===== src/rtl/lpmr_pkg.sv =====
// Shared types, codes and constants for the length-prefixed message ring.
// Used by every module of the block; depends on nothing else.
`timescale 1ns / 1ps
`default_nettype none

package lpmr_pkg;

    // Default sizing, handed to the top-level parameters.
    localparam int RING_DEPTH_DEF  = 1024;
    localparam int MAX_MESSAGE_DEF = 64;

    // Each message starts with a 4-byte little-endian length header.
    localparam int HEADER_BYTES = 4;

    // Smallest ring size that the size register can select.
    localparam int MIN_RING = 8;

    // Widest ring address that the memory request can carry.
    localparam int MEM_ADDR_MAX_W = 16;

    // Configuration port.
    localparam int          PADDR_W         = 2;
    localparam int          PDATA_W         = 32;
    localparam int          RING_SIZE_W     = 11;
    localparam logic [PADDR_W-1:0] ADDR_RING_SIZE = 2'd0;
    localparam logic [RING_SIZE_W-1:0] RING_SIZE_RESET = 11'd1024;

    // Actions carried by an input beat.
    localparam logic [2:0] ACT_SEND_BEGIN = 3'd0;
    localparam logic [2:0] ACT_SEND_BYTE  = 3'd1;
    localparam logic [2:0] ACT_RECEIVE    = 3'd2;
    localparam logic [2:0] ACT_FLUSH      = 3'd3;
    localparam logic [2:0] ACT_STATUS     = 3'd4;

    // Status codes carried by an output beat.
    localparam logic [2:0] ST_OK       = 3'd0;
    localparam logic [2:0] ST_NO_SPACE = 3'd1;
    localparam logic [2:0] ST_EMPTY    = 3'd2;
    localparam logic [2:0] ST_BAD_LEN  = 3'd3;
    localparam logic [2:0] ST_CORRUPT  = 3'd4;
    localparam logic [2:0] ST_SEQ_ERR  = 3'd5;

    // Input beat.
    typedef struct packed {
        logic [2:0] action;
        logic [7:0] length;
        logic [7:0] in_byte;
    } t_in_beat;

    // Output beat.
    typedef struct packed {
        logic [2:0] status;
        logic [7:0] out_byte;
        logic       last;
        logic [6:0] count;
        logic [9:0] used_bytes;
        logic [9:0] free_bytes;
        logic [9:0] peak_bytes;
        logic [6:0] next_length;
        logic       is_empty;
        logic       is_full;
    } t_out_beat;

    // One access to the ring memory; reads and writes never share a cycle.
    typedef struct packed {
        logic                      we;
        logic                      re;
        logic [MEM_ADDR_MAX_W-1:0] addr;
        logic [7:0]                wdata;
    } t_mem_req;

    // Size register contents and its write strobe.
    typedef struct packed {
        logic                   wr;
        logic [RING_SIZE_W-1:0] ring_size;
    } t_cfg;

endpackage

`default_nettype wire


===== src/rtl/lpmr_apb.sv =====
// Configuration register file: the ring size register behind an APB-style port.
// Depends on lpmr_pkg for the address map and the register strobe type.
`timescale 1ns / 1ps
`default_nettype none

module lpmr_apb (
    input  wire logic                                 i_clk,
    input  wire logic                                 i_rst_n,
    input  wire logic                                 psel,
    input  wire logic                                 penable,
    input  wire logic                                 pwrite,
    input  wire logic [lpmr_pkg::PADDR_W-1:0]         paddr,
    input  wire logic [lpmr_pkg::PDATA_W-1:0]         pwdata,
    output logic      [lpmr_pkg::PDATA_W-1:0]         prdata,
    output logic                                      pready,
    output lpmr_pkg::t_cfg                            o_cfg
);

    logic [lpmr_pkg::RING_SIZE_W-1:0] r_ring_size;
    logic                             w_wr;

    // A write lands in the access phase of the transfer.
    assign w_wr = psel && penable && pwrite && (paddr == lpmr_pkg::ADDR_RING_SIZE);

    always_ff @(posedge i_clk) begin
        if (!i_rst_n) begin
            r_ring_size <= lpmr_pkg::RING_SIZE_RESET;
        end else if (w_wr) begin
            r_ring_size <= pwdata[lpmr_pkg::RING_SIZE_W-1:0];
        end
    end

    // Read back; unmapped addresses read as zero.
    always_comb begin
        if (paddr == lpmr_pkg::ADDR_RING_SIZE) begin
            prdata = lpmr_pkg::PDATA_W'(r_ring_size);
        end else begin
            prdata = '0;
        end
    end

    assign pready        = 1'b1;
    assign o_cfg.wr        = w_wr;
    assign o_cfg.ring_size = r_ring_size;

endmodule

`default_nettype wire


===== config.mk =====
export PLATFORM = sky130hd
export DESIGN_NAME = lpmr_apb
export DESIGN_NICKNAME = d
export VERILOG_FILES = /design/src/rtl/lpmr_pkg.sv /design/src/rtl/lpmr_apb.sv
export SDC_FILE = /design/constraint.sdc
export NUM_CORES = 1
export LEC_CHECK = 0
export BUFFER_PORTS_ARGS = -buffer_cell sky130_fd_sc_hd__buf_2
export CAP_MARGIN = 0
export CORE_MARGIN = 3
export CORE_UTILIZATION = 33
export DETAILED_ROUTE_END_ITERATION = 8
export PLACE_DENSITY = 0.79
export SLEW_MARGIN = 40
export SYNTH_ARGS = -nofsm -noshare
export SYNTH_HDL_FRONTEND = slang
export SYNTH_SLANG_ARGS = --single-unit

===== constraint.sdc =====
create_clock -name i_clk -period 1.25 [get_ports i_clk]
set_input_delay 0.1875 -clock i_clk [delete_from_list [all_inputs] [get_ports i_clk]]
set_output_delay 0.1875 -clock i_clk [all_outputs]
set_load 0.03 [all_outputs]

==> results_dict.tcl <==
set metrics [dict create \
    largest_reg_flops 11 \
    ir_worst_vdd_v 0.000301 \
    reg_top3 "r_ring_size x11" \
    io_pins 84 \
    crit_arrival_ns 1.00 \
    diodes 0 \
    status "finished clean" \
    cts_tree "yes" \
    area_delta_synth_final_pct 22.6 \
    overflow 0 \
    place_hpwl_um 1250 \
    end_kind "output port" \
    antenna_found_initial 0 \
    ys_seq_elements 11 \
    ys.flop_type "dfxtp_1" \
    chipWidth_um 53.1 \
    synth_top_cells_by_count "buf_4, nand2_1, dfxtp_1" \
    fp-row-count 16 \
    yosysTopAreaCell "dfxtp_1" \
    async_reset_ff_share_pct 0 \
    grt_use_met1_pct 10.2 \
    viasPerCell 4.00 \
    ant_nets 0 \
    postCtsSetupRepairBufs 0 \
    synthesis.instances 88 \
    path_clk_slew_ns 0.06 \
    hold_viol 0 \
    use_met2_pct 19.4 \
    path_cells "inv_1, nor3_4, buf_6" \
    wl_per_cell_um 9.91 \
    initial_core_util_pct 36.1 \
    crit_fanout 2 \
    period_needed_ns 1.19 \
    yosysWarnings 0 \
    synth.most_common_cell "buf_4" \
    grt_pass1_vias 503 \
    grt-busiest-layer "met2" \
    yosysSeqAreaShare_pct 30.1 \
    met3_usage_pct 3.38 \
    drtPass1Iterations 1 \
    critPathKind "reg -> out" \
    cts.sinks 11 \
    p_leak_uw 0.000485 \
    postCtsHoldBufs 0 \
    die_area_mm2 0.00281 \
    grt_use_total_pct 10.1 \
    syn_area_um2 731 \
    wirelength_um 1520 \
    critPathBufInv 2 \
    maxCapViolations 0 \
    nets 166 \
    finalCritPeriodShare_pct 95.3 \
    cts.htree.levels 1 \
    regMostFlops "r_ring_size" \
    cp_top_family "flip-flops" \
    core-area_mm2 0.00202 \
    syn_area_per_cell_um2 8.30 \
    ys_types 16 \
    worstHoldPathType "in -> reg" \
    numCtsBuffers 3 \
    ys_top_cells_by_area "dfxtp_1, buf_4, mux2i_1, nand2_1, and2_1" \
    final_util_pct 44.3 \
    fmax_mhz 839 \
    io_buffers 40 \
    cts-root-buf "clkbuf_4" \
    grt_pass1_wl_um 2100 \
    slew_viol_final 0 \
    max_stage_delay_ns 0.32 \
    drc 0 \
    gp_congestion 0.644 \
    skew_ns 0 \
    synth_edf_count 0 \
    ff2ff_setup_slack_ns 0.61 \
    grt_max_degree 22 \
    cp_slowest_cell "dfxtp_1" \
    drive_gt1_share_pct 38.9 \
    setup-violations-final 0 \
    drt_first_iter_violations 0 \
    critPathLaunchType "register" \
    yosys.area.top_type_share_pct 30.1 \
    route.vias.total 612 \
    power.total_uw 775 \
    clk_latency_ns 0.25 \
    clock_path_buffers 2 \
    cp.required_ns 1.06 \
    p_per_area_mw_per_mm2 865 \
    die_h_um 53.1 \
]
[metal layers]
metal  part of all wire [%]  vias up
li1                       -      303
met1                     37      274
met2                     50       35
met3                     12        0
met4                      0        0
met5                      0        -
[report_power, final]
| group | total [uW] | leakage [uW] | internal, uW | switching (uW) |
|---|---|---|---|---|
| Combinational | 187 | 0.000382 | 43.5 | 143 |
| Clock | 230 | 0.0000150 | 123 | 107 |
| Sequential | 358 | 0.0000889 | 355 | 2.87 |
[final timing paths]
path,end,start,cells after the start
max,prdata[10],r_ring_size[10]$_SDFFE_PN1P_,3
min,r_ring_size[10]$_SDFFE_PN1P_,pwdata[10],3
max reg2reg,r_ring_size[10]$_SDFFE_PN1P_,r_ring_size[10]$_SDFFE_PN1P_,2
min reg2reg,r_ring_size[6]$_SDFFE_PN0P_,r_ring_size[6]$_SDFFE_PN0P_,2
[tightest hold or removal path, stage by stage]
cell and delay, ns:
buf_2 0.07, nand3_1 0.07, o211ai_2 0.07
[layout by cell type (no fill, tap or decap)]
cell	count
buf_2	39
conb_1	22
nand2_1	20
dfxtp_1	11
and2_1	10
mux2i_1	10
clkbuf_4	3
nor2_1	1
and3_4	1
and2_4	1
inv_1	1
nor3_4	1
nand3_1	1
o211ai_2	1
clkbuf_1	1
buf_6	1
buf_12	1
buf_4	1
[stage by stage]
| step | instance area [um2] | cells | setup WS, ns | hold slack [ns] | TNS, ns |
|---|---|---|---|---|---|
| after detailed placement | 863 | 149 | 0.115 | 0.443 | 0 |
| after floorplan | 817 | 108 | 0.0771 | 0.330 | 0 |
| after global routing | 896 | 153 | -0.00883 | 0.172 | -0.00883 |
| after global placement | 863 | 149 | 0.134 | 0.439 | 0 |
| final | 896 | 153 | 0.0584 | 0.175 | 0 |
| after CTS | 890 | 153 | 0.0109 | 0.169 | 0 |
[final cells by class]
type / instances / area, um2
fillers: 214 / 1130
multi-input cells: 68 / 378
repair buffers: 42 / 234
flip-flops and latches: 11 / 220
well taps: 27 / 33.8
clock buffers: 4 / 26.3
inverters: 1 / 3.75
[timing repair]
| action | in CTS | in global routing |
|---|---|---|
| endpoints found under the hold margin | 0 | 0 |
| endpoints found under the setup margin | 0 | 1 |
| resized for setup | 0 | 3 |
[logic make-up (layout without fill, tap and decap cells)]
kind of cell	count (synthesis)	in the layout	synth area share, %
flops	11	11	30.1
mux	10	10	13.7
simple gates	35	35	23.5
other cells	2	22	1.03
buf+inv	29	47	30.0
compound gates	1	1	1.71
No activity file was read; power rests on OpenSTA's default activity.
