==> config.mk <==
export PLATFORM = sky130hd
export DESIGN_NAME = lpmr_ctrl
export DESIGN_NICKNAME = d
export VERILOG_FILES = /design/src/rtl/lpmr_pkg.sv /design/src/rtl/lpmr_ctrl.sv
export SDC_FILE = /design/constraint.sdc
export NUM_CORES = 1
export LEC_CHECK = 0
export ABC_AREA = 1
export BUFFER_PORTS_ARGS = -buffer_cell sky130_fd_sc_hd__buf_2
export CAP_MARGIN = 20
export CORE_MARGIN = 2
export CORE_UTILIZATION = 35
export DETAILED_ROUTE_END_ITERATION = 12
export SETUP_SLACK_MARGIN = 0.05
export SKIP_CTS_REPAIR_TIMING = 1
export SYNTH_ARGS = -nofsm -noshare
export SYNTH_HDL_FRONTEND = slang
export SYNTH_SLANG_ARGS = --single-unit
==> constraint.sdc <==
create_clock -name i_clk -period 6.2 [get_ports i_clk]
set_input_delay 0 -clock i_clk [delete_from_list [all_inputs] [get_ports i_clk]]
set_output_delay 0 -clock i_clk [all_outputs]
set_load 0.05 [all_outputs]
==> src/rtl/lpmr_pkg.sv <==
// Shared types, codes and constants for the length-prefixed message ring.
// Used by every module of the block; depends on nothing else.
`timescale 1ns / 1ps
`default_nettype none

package lpmr_pkg;

    // Default sizing, handed to the top-level parameters.
    localparam int RING_DEPTH_DEF  = 1024;
    localparam int MAX_MESSAGE_DEF = 64;

    // Each message starts with a 4-byte little-endian length header.
    localparam int HEADER_BYTES = 4;

    // Smallest ring size that the size register can select.
    localparam int MIN_RING = 8;

    // Widest ring address that the memory request can carry.
    localparam int MEM_ADDR_MAX_W = 16;

    // Configuration port.
    localparam int          PADDR_W         = 2;
    localparam int          PDATA_W         = 32;
    localparam int          RING_SIZE_W     = 11;
    localparam logic [PADDR_W-1:0] ADDR_RING_SIZE = 2'd0;
    localparam logic [RING_SIZE_W-1:0] RING_SIZE_RESET = 11'd1024;

    // Actions carried by an input beat.
    localparam logic [2:0] ACT_SEND_BEGIN = 3'd0;
    localparam logic [2:0] ACT_SEND_BYTE  = 3'd1;
    localparam logic [2:0] ACT_RECEIVE    = 3'd2;
    localparam logic [2:0] ACT_FLUSH      = 3'd3;
    localparam logic [2:0] ACT_STATUS     = 3'd4;

    // Status codes carried by an output beat.
    localparam logic [2:0] ST_OK       = 3'd0;
    localparam logic [2:0] ST_NO_SPACE = 3'd1;
    localparam logic [2:0] ST_EMPTY    = 3'd2;
    localparam logic [2:0] ST_BAD_LEN  = 3'd3;
    localparam logic [2:0] ST_CORRUPT  = 3'd4;
    localparam logic [2:0] ST_SEQ_ERR  = 3'd5;

    // Input beat.
    typedef struct packed {
        logic [2:0] action;
        logic [7:0] length;
        logic [7:0] in_byte;
    } t_in_beat;

    // Output beat.
    typedef struct packed {
        logic [2:0] status;
        logic [7:0] out_byte;
        logic       last;
        logic [6:0] count;
        logic [9:0] used_bytes;
        logic [9:0] free_bytes;
        logic [9:0] peak_bytes;
        logic [6:0] next_length;
        logic       is_empty;
        logic       is_full;
    } t_out_beat;

    // One access to the ring memory; reads and writes never share a cycle.
    typedef struct packed {
        logic                      we;
        logic                      re;
        logic [MEM_ADDR_MAX_W-1:0] addr;
        logic [7:0]                wdata;
    } t_mem_req;

    // Size register contents and its write strobe.
    typedef struct packed {
        logic                   wr;
        logic [RING_SIZE_W-1:0] ring_size;
    } t_cfg;

endpackage

`default_nettype wire

==> src/rtl/lpmr_ctrl.sv <==
// Sequencer of the message ring: pointers, counts, open-send tracking and the
// output register. Depends on lpmr_pkg; drives the lpmr_mem access port.
`timescale 1ns / 1ps
`default_nettype none

module lpmr_ctrl #(
    parameter int RING_DEPTH  = lpmr_pkg::RING_DEPTH_DEF,
    parameter int MAX_MESSAGE = lpmr_pkg::MAX_MESSAGE_DEF
) (
    input  wire logic                 i_clk,
    input  wire logic                 i_rst_n,
    input  wire lpmr_pkg::t_cfg       i_cfg,
    input  wire logic                 i_in_valid,
    output logic                      o_in_ready,
    input  wire lpmr_pkg::t_in_beat   i_in_beat,
    output logic                      o_out_valid,
    input  wire logic                 i_out_ready,
    output lpmr_pkg::t_out_beat       o_out_beat,
    output lpmr_pkg::t_mem_req        o_mem_req,
    input  wire logic [7:0]           i_mem_rdata
);

    localparam int AW = $clog2(RING_DEPTH);
    localparam int EW = AW + 1;
    localparam int SW = AW + 8;

    localparam logic [2:0] S_IDLE  = 3'd0;
    localparam logic [2:0] S_EXEC  = 3'd1;
    localparam logic [2:0] S_HDR   = 3'd2;
    localparam logic [2:0] S_RHDR  = 3'd3;
    localparam logic [2:0] S_RHDR2 = 3'd4;
    localparam logic [2:0] S_RREAD = 3'd5;
    localparam logic [2:0] S_RDATA = 3'd6;
    localparam logic [2:0] S_EMIT  = 3'd7;

    // Control state.
    logic [2:0]    r_state, n_state;
    logic [AW-1:0] r_wr_ptr, n_wr_ptr;
    logic [AW-1:0] r_rd_ptr, n_rd_ptr;
    logic [AW-1:0] r_used, n_used;
    logic [AW-1:0] r_peak, n_peak;
    logic          r_open, n_open;
    logic [6:0]    r_rem, n_rem;
    logic [AW-1:0] r_pend_ptr, n_pend_ptr;
    logic [6:0]    r_pend_total, n_pend_total;
    logic          r_out_valid, n_out_valid;

    // Payload and working registers.
    lpmr_pkg::t_in_beat  r_cmd, n_cmd;
    lpmr_pkg::t_out_beat r_out, n_out;
    logic [7:0]          r_head, n_head;
    logic [1:0]          r_hcnt, n_hcnt;
    logic [AW-1:0]       r_hptr, n_hptr;
    logic [AW-1:0]       r_rx_ptr, n_rx_ptr;
    logic [6:0]          r_rx_n, n_rx_n;
    logic [6:0]          r_rx_i, n_rx_i;
    logic [2:0]          r_res_status, n_res_status;
    logic [6:0]          r_res_count, n_res_count;

    // Derived values.
    logic [EW-1:0] w_eff;
    logic [AW-1:0] w_cap;
    logic [AW-1:0] w_free;
    logic          w_out_free;
    logic [6:0]    w_next_len;
    logic [31:0]   w_used32;
    logic [31:0]   w_free32;
    logic [31:0]   w_peak32;
    logic [AW-1:0] w_new_pend;
    logic [6:0]    w_new_rem;
    logic [AW-1:0] w_new_used;
    logic [6:0]    w_rx_count;
    logic          w_rx_last;
    lpmr_pkg::t_mem_req w_mem;

    // Advance a ring pointer; the step is always below the ring size.
    function automatic logic [AW-1:0] f_adv(input logic [AW-1:0] p, input logic [7:0] n,
                                            input logic [EW-1:0] eff);
        logic [SW-1:0] sum;
        sum = SW'(p) + SW'(n);
        if (sum >= SW'(eff)) begin
            sum = sum - SW'(eff);
        end
        return sum[AW-1:0];
    endfunction

    // Effective ring size: the register clamped to the supported range.
    always_comb begin
        if (i_cfg.ring_size < lpmr_pkg::RING_SIZE_W'(lpmr_pkg::MIN_RING)) begin
            w_eff = EW'(lpmr_pkg::MIN_RING);
        end else if (32'(i_cfg.ring_size) > 32'(RING_DEPTH)) begin
            w_eff = EW'(RING_DEPTH);
        end else begin
            w_eff = EW'(i_cfg.ring_size);
        end
    end

    assign w_cap  = AW'(w_eff - EW'(1));
    assign w_free = (r_used >= w_cap) ? '0 : (w_cap - r_used);

    // Length of the oldest committed message, cached from its header.
    always_comb begin
        if (SW'(r_used) >= SW'(lpmr_pkg::HEADER_BYTES) && 32'(r_head) <= 32'(MAX_MESSAGE)) begin
            w_next_len = r_head[6:0];
        end else begin
            w_next_len = '0;
        end
    end

    assign w_used32   = 32'(r_used);
    assign w_free32   = 32'(w_free);
    assign w_peak32   = 32'(r_peak);
    assign w_out_free = !r_out_valid || i_out_ready;

    // Send byte arithmetic.
    assign w_new_pend = f_adv(r_pend_ptr, 8'd1, w_eff);
    assign w_new_rem  = (r_rem != 7'd0) ? (r_rem - 7'd1) : 7'd0;
    assign w_new_used = AW'(SW'(r_used) + SW'(lpmr_pkg::HEADER_BYTES) + SW'(r_pend_total));

    // Receive byte bookkeeping.
    assign w_rx_count = r_rx_i + 7'd1;
    assign w_rx_last  = (w_rx_count == r_rx_n);

    // Next-state logic of the sequencer.
    always_comb begin
        n_state      = r_state;
        n_wr_ptr     = r_wr_ptr;
        n_rd_ptr     = r_rd_ptr;
        n_used       = r_used;
        n_peak       = r_peak;
        n_open       = r_open;
        n_rem        = r_rem;
        n_pend_ptr   = r_pend_ptr;
        n_pend_total = r_pend_total;
        n_out_valid  = r_out_valid;
        n_cmd        = r_cmd;
        n_out        = r_out;
        n_head       = r_head;
        n_hcnt       = r_hcnt;
        n_hptr       = r_hptr;
        n_rx_ptr     = r_rx_ptr;
        n_rx_n       = r_rx_n;
        n_rx_i       = r_rx_i;
        n_res_status = r_res_status;
        n_res_count  = r_res_count;
        w_mem        = '0;

        // The output register empties when its beat is taken.
        if (r_out_valid && i_out_ready) begin
            n_out_valid = 1'b0;
        end

        case (r_state)
            S_IDLE: begin
                if (i_in_valid) begin
                    n_cmd   = i_in_beat;
                    n_state = S_EXEC;
                end
            end

            S_EXEC: begin
                n_res_status = lpmr_pkg::ST_OK;
                n_res_count  = '0;
                n_state      = S_EMIT;
                case (r_cmd.action)
                    lpmr_pkg::ACT_SEND_BEGIN: begin
                        if (r_open) begin
                            n_res_status = lpmr_pkg::ST_SEQ_ERR;
                        end else if (r_cmd.length == 8'd0 ||
                                     32'(r_cmd.length) > 32'(MAX_MESSAGE)) begin
                            n_res_status = lpmr_pkg::ST_BAD_LEN;
                        end else if (SW'(w_free) <
                                     SW'(lpmr_pkg::HEADER_BYTES) + SW'(r_cmd.length)) begin
                            n_res_status = lpmr_pkg::ST_NO_SPACE;
                        end else begin
                            n_hptr  = r_wr_ptr;
                            n_hcnt  = '0;
                            n_state = S_HDR;
                        end
                    end

                    lpmr_pkg::ACT_SEND_BYTE: begin
                        if (!r_open) begin
                            n_res_status = lpmr_pkg::ST_SEQ_ERR;
                        end else begin
                            w_mem.we    = 1'b1;
                            w_mem.addr  = lpmr_pkg::MEM_ADDR_MAX_W'(r_pend_ptr);
                            w_mem.wdata = r_cmd.in_byte;
                            n_pend_ptr  = w_new_pend;
                            n_rem       = w_new_rem;
                            n_res_count = r_pend_total - w_new_rem;
                            // Commit the message with its last data byte.
                            if (w_new_rem == 7'd0) begin
                                n_wr_ptr = w_new_pend;
                                n_used   = w_new_used;
                                n_open   = 1'b0;
                                if (w_new_used > r_peak) begin
                                    n_peak = w_new_used;
                                end
                                if (r_used == '0) begin
                                    n_head = {1'b0, r_pend_total};
                                end
                            end
                        end
                    end

                    lpmr_pkg::ACT_RECEIVE: begin
                        if (r_cmd.length == 8'd0) begin
                            n_res_status = lpmr_pkg::ST_BAD_LEN;
                        end else if (SW'(r_used) < SW'(lpmr_pkg::HEADER_BYTES)) begin
                            n_res_status = lpmr_pkg::ST_EMPTY;
                        end else if (32'(r_head) > 32'(MAX_MESSAGE) ||
                                     SW'(r_used) < SW'(lpmr_pkg::HEADER_BYTES) + SW'(r_head)) begin
                            n_res_status = lpmr_pkg::ST_CORRUPT;
                            n_wr_ptr     = '0;
                            n_rd_ptr     = '0;
                            n_used       = '0;
                            n_open       = 1'b0;
                            n_rem        = '0;
                            n_pend_ptr   = '0;
                            n_pend_total = '0;
                        end else begin
                            // Consume the whole message now, stream its bytes next.
                            n_rx_n   = (r_head < r_cmd.length) ? r_head[6:0] : r_cmd.length[6:0];
                            n_rx_i   = '0;
                            n_rx_ptr = f_adv(r_rd_ptr, 8'(lpmr_pkg::HEADER_BYTES), w_eff);
                            n_rd_ptr = f_adv(r_rd_ptr,
                                             8'(lpmr_pkg::HEADER_BYTES) + r_head, w_eff);
                            n_used   = AW'(SW'(r_used) - SW'(lpmr_pkg::HEADER_BYTES)
                                           - SW'(r_head));
                            n_state  = S_RHDR;
                        end
                    end

                    lpmr_pkg::ACT_FLUSH: begin
                        n_wr_ptr     = '0;
                        n_rd_ptr     = '0;
                        n_used       = '0;
                        n_open       = 1'b0;
                        n_rem        = '0;
                        n_pend_ptr   = '0;
                        n_pend_total = '0;
                    end

                    lpmr_pkg::ACT_STATUS: begin
                        n_res_status = lpmr_pkg::ST_OK;
                    end

                    default: begin
                        n_res_status = lpmr_pkg::ST_SEQ_ERR;
                    end
                endcase
            end

            // Write the length header, low byte first, one byte a cycle.
            S_HDR: begin
                w_mem.we    = 1'b1;
                w_mem.addr  = lpmr_pkg::MEM_ADDR_MAX_W'(r_hptr);
                w_mem.wdata = (r_hcnt == 2'd0) ? r_cmd.length : 8'd0;
                n_hptr      = f_adv(r_hptr, 8'd1, w_eff);
                n_hcnt      = r_hcnt + 2'd1;
                if (r_hcnt == 2'(lpmr_pkg::HEADER_BYTES - 1)) begin
                    n_pend_ptr   = f_adv(r_hptr, 8'd1, w_eff);
                    n_pend_total = r_cmd.length[6:0];
                    n_rem        = r_cmd.length[6:0];
                    n_open       = 1'b1;
                    n_res_status = lpmr_pkg::ST_OK;
                    n_res_count  = '0;
                    n_state      = S_EMIT;
                end
            end

            // Fetch the low header byte of the new oldest message.
            S_RHDR: begin
                w_mem.re   = 1'b1;
                w_mem.addr = lpmr_pkg::MEM_ADDR_MAX_W'(r_rd_ptr);
                n_state    = S_RHDR2;
            end

            S_RHDR2: begin
                n_head = i_mem_rdata;
                if (r_rx_n == 7'd0) begin
                    n_res_status = lpmr_pkg::ST_OK;
                    n_res_count  = '0;
                    n_state      = S_EMIT;
                end else begin
                    n_state = S_RREAD;
                end
            end

            S_RREAD: begin
                w_mem.re   = 1'b1;
                w_mem.addr = lpmr_pkg::MEM_ADDR_MAX_W'(r_rx_ptr);
                n_rx_ptr   = f_adv(r_rx_ptr, 8'd1, w_eff);
                n_state    = S_RDATA;
            end

            // Hand one received byte to the output register.
            S_RDATA: begin
                if (w_out_free) begin
                    n_out.status      = lpmr_pkg::ST_OK;
                    n_out.out_byte    = i_mem_rdata;
                    n_out.last        = w_rx_last;
                    n_out.count       = w_rx_count;
                    n_out.used_bytes  = w_used32[9:0];
                    n_out.free_bytes  = w_free32[9:0];
                    n_out.peak_bytes  = w_peak32[9:0];
                    n_out.next_length = w_next_len;
                    n_out.is_empty    = (r_used == '0);
                    n_out.is_full     = (SW'(w_free) < SW'(lpmr_pkg::HEADER_BYTES + 1));
                    n_out_valid       = 1'b1;
                    n_rx_i            = w_rx_count;
                    n_state           = w_rx_last ? S_IDLE : S_RREAD;
                end
            end

            // Single-beat result, shown with the state after the item.
            S_EMIT: begin
                if (w_out_free) begin
                    n_out.status      = r_res_status;
                    n_out.out_byte    = 8'd0;
                    n_out.last        = 1'b1;
                    n_out.count       = r_res_count;
                    n_out.used_bytes  = w_used32[9:0];
                    n_out.free_bytes  = w_free32[9:0];
                    n_out.peak_bytes  = w_peak32[9:0];
                    n_out.next_length = w_next_len;
                    n_out.is_empty    = (r_used == '0);
                    n_out.is_full     = (SW'(w_free) < SW'(lpmr_pkg::HEADER_BYTES + 1));
                    n_out_valid       = 1'b1;
                    n_state           = S_IDLE;
                end
            end

            default: begin
                n_state = S_IDLE;
            end
        endcase

        // A size write empties the ring and drops an open send; peak stays.
        if (i_cfg.wr) begin
            n_wr_ptr     = '0;
            n_rd_ptr     = '0;
            n_used       = '0;
            n_open       = 1'b0;
            n_rem        = '0;
            n_pend_ptr   = '0;
            n_pend_total = '0;
        end
    end

    // Control registers.
    always_ff @(posedge i_clk) begin
        if (!i_rst_n) begin
            r_state      <= S_IDLE;
            r_wr_ptr     <= '0;
            r_rd_ptr     <= '0;
            r_used       <= '0;
            r_peak       <= '0;
            r_open       <= 1'b0;
            r_rem        <= '0;
            r_pend_ptr   <= '0;
            r_pend_total <= '0;
            r_out_valid  <= 1'b0;
        end else begin
            r_state      <= n_state;
            r_wr_ptr     <= n_wr_ptr;
            r_rd_ptr     <= n_rd_ptr;
            r_used       <= n_used;
            r_peak       <= n_peak;
            r_open       <= n_open;
            r_rem        <= n_rem;
            r_pend_ptr   <= n_pend_ptr;
            r_pend_total <= n_pend_total;
            r_out_valid  <= n_out_valid;
        end
    end

    // Payload and working registers.
    always_ff @(posedge i_clk) begin
        r_cmd        <= n_cmd;
        r_out        <= n_out;
        r_head       <= n_head;
        r_hcnt       <= n_hcnt;
        r_hptr       <= n_hptr;
        r_rx_ptr     <= n_rx_ptr;
        r_rx_n       <= n_rx_n;
        r_rx_i       <= n_rx_i;
        r_res_status <= n_res_status;
        r_res_count  <= n_res_count;
    end

    assign o_in_ready  = (r_state == S_IDLE);
    assign o_out_valid = r_out_valid;
    assign o_out_beat  = r_out;
    assign o_mem_req   = w_mem;

endmodule

`default_nettype wire

==> summary.md, run 1 <==
| Metric | Value |
|---|---|
| Outcome | finished clean |
| Synth top cells by count | nand2_1 (378), inv_1 (301), nor2_1 (201), a21oi_1 (169), o21ai_0 (158) |
| Ant. Diodes | 0 |
| CTS tree | done |
| Max Slew Vio Count | 0 |
| Slew @ Worst Pin | between 1 and 1.5 ns |
| Pre-Repair DR Iteration Count | 5 |
| Initial antenna violation count | 1 |
| Critical Path Slowest Stage Cell | ha_1 |
| WP data arrival | 4.94 ns |
| Cells on Worst Hold Path | 5 |
| DP HPWL | between 30000 and 40000 um |
| Mapped Area | roughly 15000 sq um |
| RSZ-0062 raised after global routing | false |
| Sequential Power Share | around 28% |
| Worst skew pair latency | 0.47 ns |
| Post-Route WL | 49730 um |
| Clock buffer depth | 2 |
| Peak VDD IR | 0.2886 mV |
| Clk pwr share | 16.1% |
| Tcrit/Tclk final | 77.08% |
| CP peak stage delay | roughly 0.37 ns |
| Root Buffer | clkbuf_16 |
| Crit. End Element | flop |
| Share of layout cells above drive strength 1 | around 9.9% |
| WS Path Type | in -> reg |
| Layout area overhead | 14.39% |
| Critical Path RT | around 6.4 ns |
| Via density | 5.140 |
| Area leader, netlist | edfxtp_1 |
| R2R cell count | 23 |
| Synth area leaders | edfxtp_1 (26%), ha_1 (13%), nand2_1 (9.3%) |
| Pint | 3560 uW |
| Cell mode on critical path | nand2_1 |
| Switching Power | 3538 uW |
| WL per Instance | 18.00 um |
| Leakage power | 0.008147 uW |
| Primary FF master, synth | edfxtp_1 |
| CTS sink count | 200 |
| Worst Skew | roughly 0.017 ns |
| Fmax | 209.3 MHz |
| Layout net count | 2373 |
| Max_cap viols | 0 |
| DR DRC count | 0 |
| Core box area | approximately 43000 sq um |
| Vias in the first global route | 13570 |
| Die width | 213.1 um |
| Via count | ~14000 |
| Final min period | 4.779 ns |
| Synthesized netlist cell count | 2010 |
| Die ar. | ~45000 sq um |
| Iter 0 DRT Violations | around 1100 |
| Worst-path clk slew | 0.07 ns |
| Post-route setup TNS | 0 ns |
| Worst setup SP type | primary input |
| H-tree depth | 4 |
| Dpl ws | 0.5486 ns |
| Initial Util | a little over a third |
| Final hold violation count | 0 |
| Comb pwr share | 55.8% |
| Slew headroom | 29.60% |
| # IOs | 129 |
| FFs w/ async S/R, synth | 0% |
| Warnings, synthesis | 0 |
| Cell with the most instances after synthesis | nand2_1 |
| Syn Area/Cell | between 7 and 8 sq um |
| Gr ovfl total | 0 |
| Inserted Clock Buffers | 17 |
| Setup Viol. Count Final | 0 |
| Sequential area share after synthesis | about a third |
| Min-Delay Path Class | in -> reg |
| Pwr/cell area | 405.5 nW/um^2 |
| #FFs+latches synth | 200 |
| Final worst slack | between 1 and 1.5 ns |
| Worst Path Max Fanout | 11 |
| Synth cell types | 54 |
| Post-synth EDFFs | 131 |
| Post-route ant nets | 0 |
| Largest net degree at the start of global routing | between 50 and 60 |
| Final GP Congestion | 0.9404 |
| GRT Overall Usage | 22.27% |
| Row count | 76 |
| Switch share | 49.85% |
| Port Buf Inserts | about 120 |
| First-pass GRT wire length | 76790 um |
| Post-synth top area share | 25.71% |
| Die height | around 210 um |
==> registers in the layout (all words and copies together), names as in the netlist, 2 cells and up <==
name and flops:
o_out_beat 58, r_cmd 19, r_hptr 10, r_peak 10, r_pend_ptr 10, r_rd_ptr 10, r_rx_ptr 10, r_used 10
r_wr_ptr 10, r_head 8, r_pend_total 7, r_rem 7, r_res_count 7, r_rx_i 7, r_rx_n 7, r_res_status 3
r_state 3, r_hcnt 2
==> critical path, delay by kind of cell <==
| kind | cells | cell delay, ns |
|---|---|---|
| compound gates | 2 | 0.38 |
| xor+xnor | 1 | 0.19 |
| fa+ha+maj | 2 | 0.60 |
| buf+inv | 6 | 0.87 |
| simple gates | 28 | 2.87 |
==> layout make-up <==
| type | instances | area [sq um] |
|---|---|---|
| Clock buffer | 19 | 432.9 |
| Sequential cell | 200 | 5315 |
| Fill cell | 4372 | 25570 |
| Tap cell | 585 | 732.0 |
| Timing Repair Buffer | 171 | 1055 |
| Multi-Input combinational cell | 1459 | 8628 |
| Clock inverter | 13 | 158.9 |
| Inverter | 315 | 1182 |
==> per-stage QoR <==
step	utilization (%)	power [uW]	hold WS, ns	instances	cell area (sq um)
detailed placement	38.54	5887	0.1784	2698	16600
floorplan	-	4810	0.09887	2015	15320
CTS	39.91	7061	-0.3233	2730	17190
finish	40.64	7098	0.1760	2762	17500
global placement	38.51	5880	0.1772	2697	16590
global route	40.64	7675	0.1800	2762	17500
==> final timing paths <==
path,from,end,slack (ns)
worst max register to register,r_head[2],r_rd_ptr[2],1.47
worst min register to register,r_peak[4],o_out_beat[13],0.44
worst min-delay path,i_cfg[11],r_used[9],0.18
worst max-delay path,i_cfg[8],r_hcnt[1],1.42
==> power by group through the flow <==
stage / registers (uW) / clock network (uW) / logic [uW]
2_1_floorplan: 2050 / 0 / 2760
3_3_place_gp: 2020 / 0 / 3860
3_5_place_dp: 2020 / 0 / 3870
4_1_cts: 1990 / 1170 / 3900
5_1_grt: 2020 / 1220 / 4440
6_report: 1990 / 1140 / 3960
==> placed cells by master (no fill, tap or decap), drive strengths merged, types with 3 or more instances in the layout <==
master       count
o2111ai          3
nand3b           4
dlygate4sd3     30
conb             6
dfxtp           69
fa              11
buf            141
a211oi           5
o22ai            3
nand2          379
edfxtp         131
a31oi            5
a21o            12
o211ai           6
nand3           96
nor2           203
o21ai          172
nor4             7
clkinv          12
nor3            39
o21bai           6
or2             14
a221oi           7
ha             155
a21oi          179
clkbuf          19
inv            314
xor2            74
xnor2           25
nand4           32
==> layer usage <==
layer | track usage (%) | share of wire, % | up-vias | routed length [um]
met5 | 0 | 0 | - | 0
met4 | 8.102 | 3.0 | 0 | 1495
met3 | 3.000 | 5.5 | 66 | 2723
met2 | 36.01 | 45 | 463 | 22290
met1 | 30.34 | 47 | 6643 | 23220
li1 | - | - | 7025 | -
==> cells by family after synthesis <==
logic type	Yosys count	synth area share, %
simple gates	777	21.51
compound gates	411	14.85
buf+inv	356	9.100
flops	200	34.73
fa+ha+maj	166	14.11
xor+xnor	99	5.666
other cells	1	0.02451
Power figures use the tool's default switching activity.
==> inputs of run 2 (changes only) <==
Settings changed: ABC_AREA 1 to 0.
Clock period 6.2 ns to 4.6 ns, I/O delays scaled along.
==> run 2 against run 1 <==
The flow now finishes with violations (hold timing, setup timing). Area after synthesis decreased by 1.5%. Sequential power increased by 16%. Register-to-register slack got worse by 1.2 ns. Clock power increased by 44%. Design area increased by 2.1%. Via count decreased by 7.0%.
==> summary.md, run 2 <==
| Metric | Value |
|---|---|
| Root Buffer | clkbuf_16 (unchanged) |
| Peak VDD IR | 0.2622 mV (was 0.2886 mV) |
| Gr ovfl total | 0 (unchanged) |
| Slew headroom | 41.52% (was 29.60%) |
| Row count | 76 (unchanged) |
| Largest register FFs | 58 (unchanged) |
| Synth cell types | 92 (was 54) |
| Worst Path Max Fanout | 8 (was 11) |
| Synthesized netlist cell count | 1619 (was 2010) |
| Hold_sp | i_cfg[11] (unchanged) |
| Synth area leaders | edfxtp_1 (26%), ha_1 (13%), dfxtp_1 (9.2%) (was edfxtp_1 (26%), ha_1 (13%), nand2_1 (9.3%)) |
| Pwr/cell area | 367.6 nW/um^2 (was 405.5 nW/um^2) |
| CTS tree | done (unchanged) |
| Final hold slack | -0.008331 ns (was 0.1760 ns) |
| Commonest non-fill, non-tap cell in the layout | nor2_1 (was nand2_1) |
| Layout net count | 2040 (was 2373) |
| Worst setup SP type | primary input (unchanged) |
| Post-route ant nets | 0 (unchanged) |
| Post-synth EDFFs | 131 (unchanged) |
| Most Crowded Layer GR | met2 (unchanged) |
| Slew @ Worst Pin | 0.8747 ns (was 1.048 ns) |
| RSZ-0062 raised after global routing | true (was false) |
| Initial Util | 35.23% (was 35.52%) |
| Min-Delay Path Class | in -> reg (unchanged) |
| Initial antenna violation count | 0 (was 1) |
| Area leader, netlist | edfxtp_1 (unchanged) |
| Inserted Clock Buffers | 17 (unchanged) |
| Synth top cells by count | nor2_1 (176), ha_1 (155), edfxtp_1 (131), nand2_1 (110), inv_1 (99) (was nand2_1 (378), inv_1 (301), nor2_1 (201), a21oi_1 (169), o21ai_0 (158)) |
| Failing checks | hold timing, setup timing |
| Final worst slack | -0.2166 ns (was 1.421 ns) |
| Mapped Area | 15080 sq um (was 15300 sq um) |
| DP HPWL | 36300 um (was 39740 um) |
| FFs w/ async S/R, synth | 0% (unchanged) |
| Worst Skew | 0.01981 ns (was 0.01701 ns) |
| Final min period | 4.817 ns |
| Ant. Diodes | 0 (unchanged) |
| Dpl ws | -0.7023 ns (was 0.5486 ns) |
| Final GP Congestion | 0.9364 (was 0.9404) |
| Final hold violation count | 1 (was 0) |
| Worst Hold End | r_rem[0] (was r_used[9]) |
| Largest net degree at the start of global routing | 54 (was 55) |
| Leakage power | 0.007427 uW (was 0.008147 uW) |
| Worst skew pair latency | 0.47 ns (about the same) |
| Pre-Repair DR Iteration Count | 5 (unchanged) |
| Primary FF master, synth | edfxtp_1 (unchanged) |
| GRT Overall Usage | 20.60% (was 22.27%) |
| WP data arrival | 5.17 ns (was 4.94 ns) |
| Setup Viol. Count Final | 15 (was 0) |
| Cells on Worst Hold Path | 4 (was 5) |
| Layout area overhead | 18.52% (was 14.39%) |
| WL per Instance | 19.47 um (was 18.00 um) |
| Via count | 13200 (was 14200) |
| Die width | 211.5 um (was 213.1 um) |
| First-pass GRT wire length | 70160 um (was 76790 um) |
| Syn Area/Cell | 9.312 sq um (was 7.613 sq um) |
| H-tree depth | 4 (unchanged) |
| Warnings, synthesis | 0 (unchanged) |
| Iter 0 DRT Violations | 1183 (was 1068) |
| # IOs | 129 (unchanged) |
| Sequential area share after synthesis | 35.26% (was 34.73%) |
| Share of layout cells above drive strength 1 | 17.57% (was 9.876%) |
| Port Buf Inserts | 122 (unchanged) |
| Most frequent cells in the layout | nor2_1 (168), ha_1 (152), edfxtp_1 (131), buf_2 (122), nand2_1 (106) (was nand2_1 (378), inv_1 (301), nor2_1 (199), a21oi_1 (169), o21ai_0 (158)) |
| Post-route setup TNS | -2.387 ns (was 0 ns) |
| CTS sink count | 200 (unchanged) |
| Filler cell count in the final layout | 4201 (was 4372) |
| Met1 usage | 27.89% (was 30.34%) |
| Tcrit/Tclk final | 104.7% |
| Die ar. | 44750 sq um (was 45410 sq um) |
| Core box area | 42790 sq um (was 43080 sq um) |
| Vias in the first global route | 12440 (was 13570) |
| Worst-path clk slew | 0.09 ns (was 0.07 ns) |
| Die height | 211.5 um (was 213.1 um) |
| Max Slew Vio Count | 0 (unchanged) |
| #FFs+latches synth | 200 (unchanged) |
| WS Path Type | in -> reg (unchanged) |
| Clock buffer depth | 2 (unchanged) |
| Met2 usage | 34.14% (was 36.01%) |
| DR DRC count | 0 (unchanged) |
| Max_cap viols | 0 (unchanged) |
| Post-synth top area share | 26.09% (was 25.71%) |
| Reg-to-reg endpoint | r_rd_ptr[8] (was r_rd_ptr[2]) |
| Total chip power | 6569 uW (was 7098 uW) |
| Outcome | complete, but fails checks (was finished clean) |
| R2R cell count | 16 (was 23) |
| Crit. End Element | flop (unchanged) |
| Fmax | 207.6 MHz |
| Cell with the most instances after synthesis | nor2_1 (was nand2_1) |
| Post-Route WL | 46540 um (was 49730 um) |
| Launching point of the worst reg2reg path | r_head[2] (unchanged) |
| Met3 usage in global routing | 2.893% (was 3.000%) |
| Via density | 5.523 (was 5.140) |
| Flop-to-flop setup slack | 0.29 ns (was 1.47 ns) |
| Critical Path RT | 4.95 ns (was 6.36 ns) |
[run 2: cell type report]
cell class	count	area, sq um	share of cell area [%]
Clock buffer	17	425.4	2.381
Clock inverter	15	210.2	1.176
Inverter	100	375.4	2.101
Multi-Input combinational cell	1273	9293	52.01
Sequential cell	200	5315	29.75
Tap cell	546	683.2	3.824
Timing Repair Buffer	239	1565	8.761
[run 2: report_power, final]
part           internal, uW  leakage [uW]  switching [uW]
Clock                   799      0.000307             840
Combinational          1020       0.00534            1610
Sequential             2120       0.00178             176
[run 2: worst max path at each step]
stage,slack [ns],endpoint,from
after floorplan,-0.49,r_hcnt[0],i_cfg[9]
after global placement,-0.62,r_hptr[9],i_cfg[9]
after detailed placement,-0.70,r_hptr[0],i_cfg[9]
after CTS,-0.22,r_hptr[3],i_cfg[9]
after global routing,-0.44,r_res_status[0],i_cfg[9]
final,-0.22,r_state[0],i_cfg[9]
[run 2: stage by stage]
| step | utilization (%) | cells | area (sq um) |
|---|---|---|---|
| final | 41.75 | 2390 | 17870 |
| after global placement | 39.30 | 2323 | 16820 |
| after floorplan | - | 1624 | 15160 |
| after CTS | 40.79 | 2355 | 17450 |
| after detailed placement | 39.30 | 2323 | 16820 |
| after global routing | 41.75 | 2390 | 17870 |
[run 2: kinds of logic after synthesis]
kind of cell,count (synthesis),share of synthesized area (%)
multiplexers,74,5.029
AO/OA/AOI/OAI,370,16.58
other,1,0.02487
flip-flops,200,35.26
buffers and inverters,152,4.258
adder cells (fa/ha/maj),166,14.32
XOR/XNOR,121,7.030
AND/OR/NAND/NOR,535,17.50
[run 2: metal layers]
metal	up-vias	wire length, um
met5	-	0
met4	0	1111
met3	71	2718
met2	445	21740
met1	6387	20970
li1	6297	-
[run 2: worst max-delay path: stages]
cell      delay (ns)
buf_2           0.11
or4_4           0.54
nor4_4          0.25
buf_4           0.19
o21ai_1         0.11
nand3_4         0.12
nor3b_4         0.05
buf_4           0.14
o221a_2         0.29
ha_4            0.26
nand4_1         0.12
o32a_1          0.33
o21a_1          0.11
a31oi_1         0.14
buf_4           0.21
buf_6           0.12
nor2b_1         0.05
ha_1            0.32
nand3_2         0.12
nor4_4          0.28
nor2_1          0.08
and3_1          0.15
a211o_1         0.25
a311oi_2        0.20
buf_4           0.18
a21oi_2         0.07
o311a_1         0.36
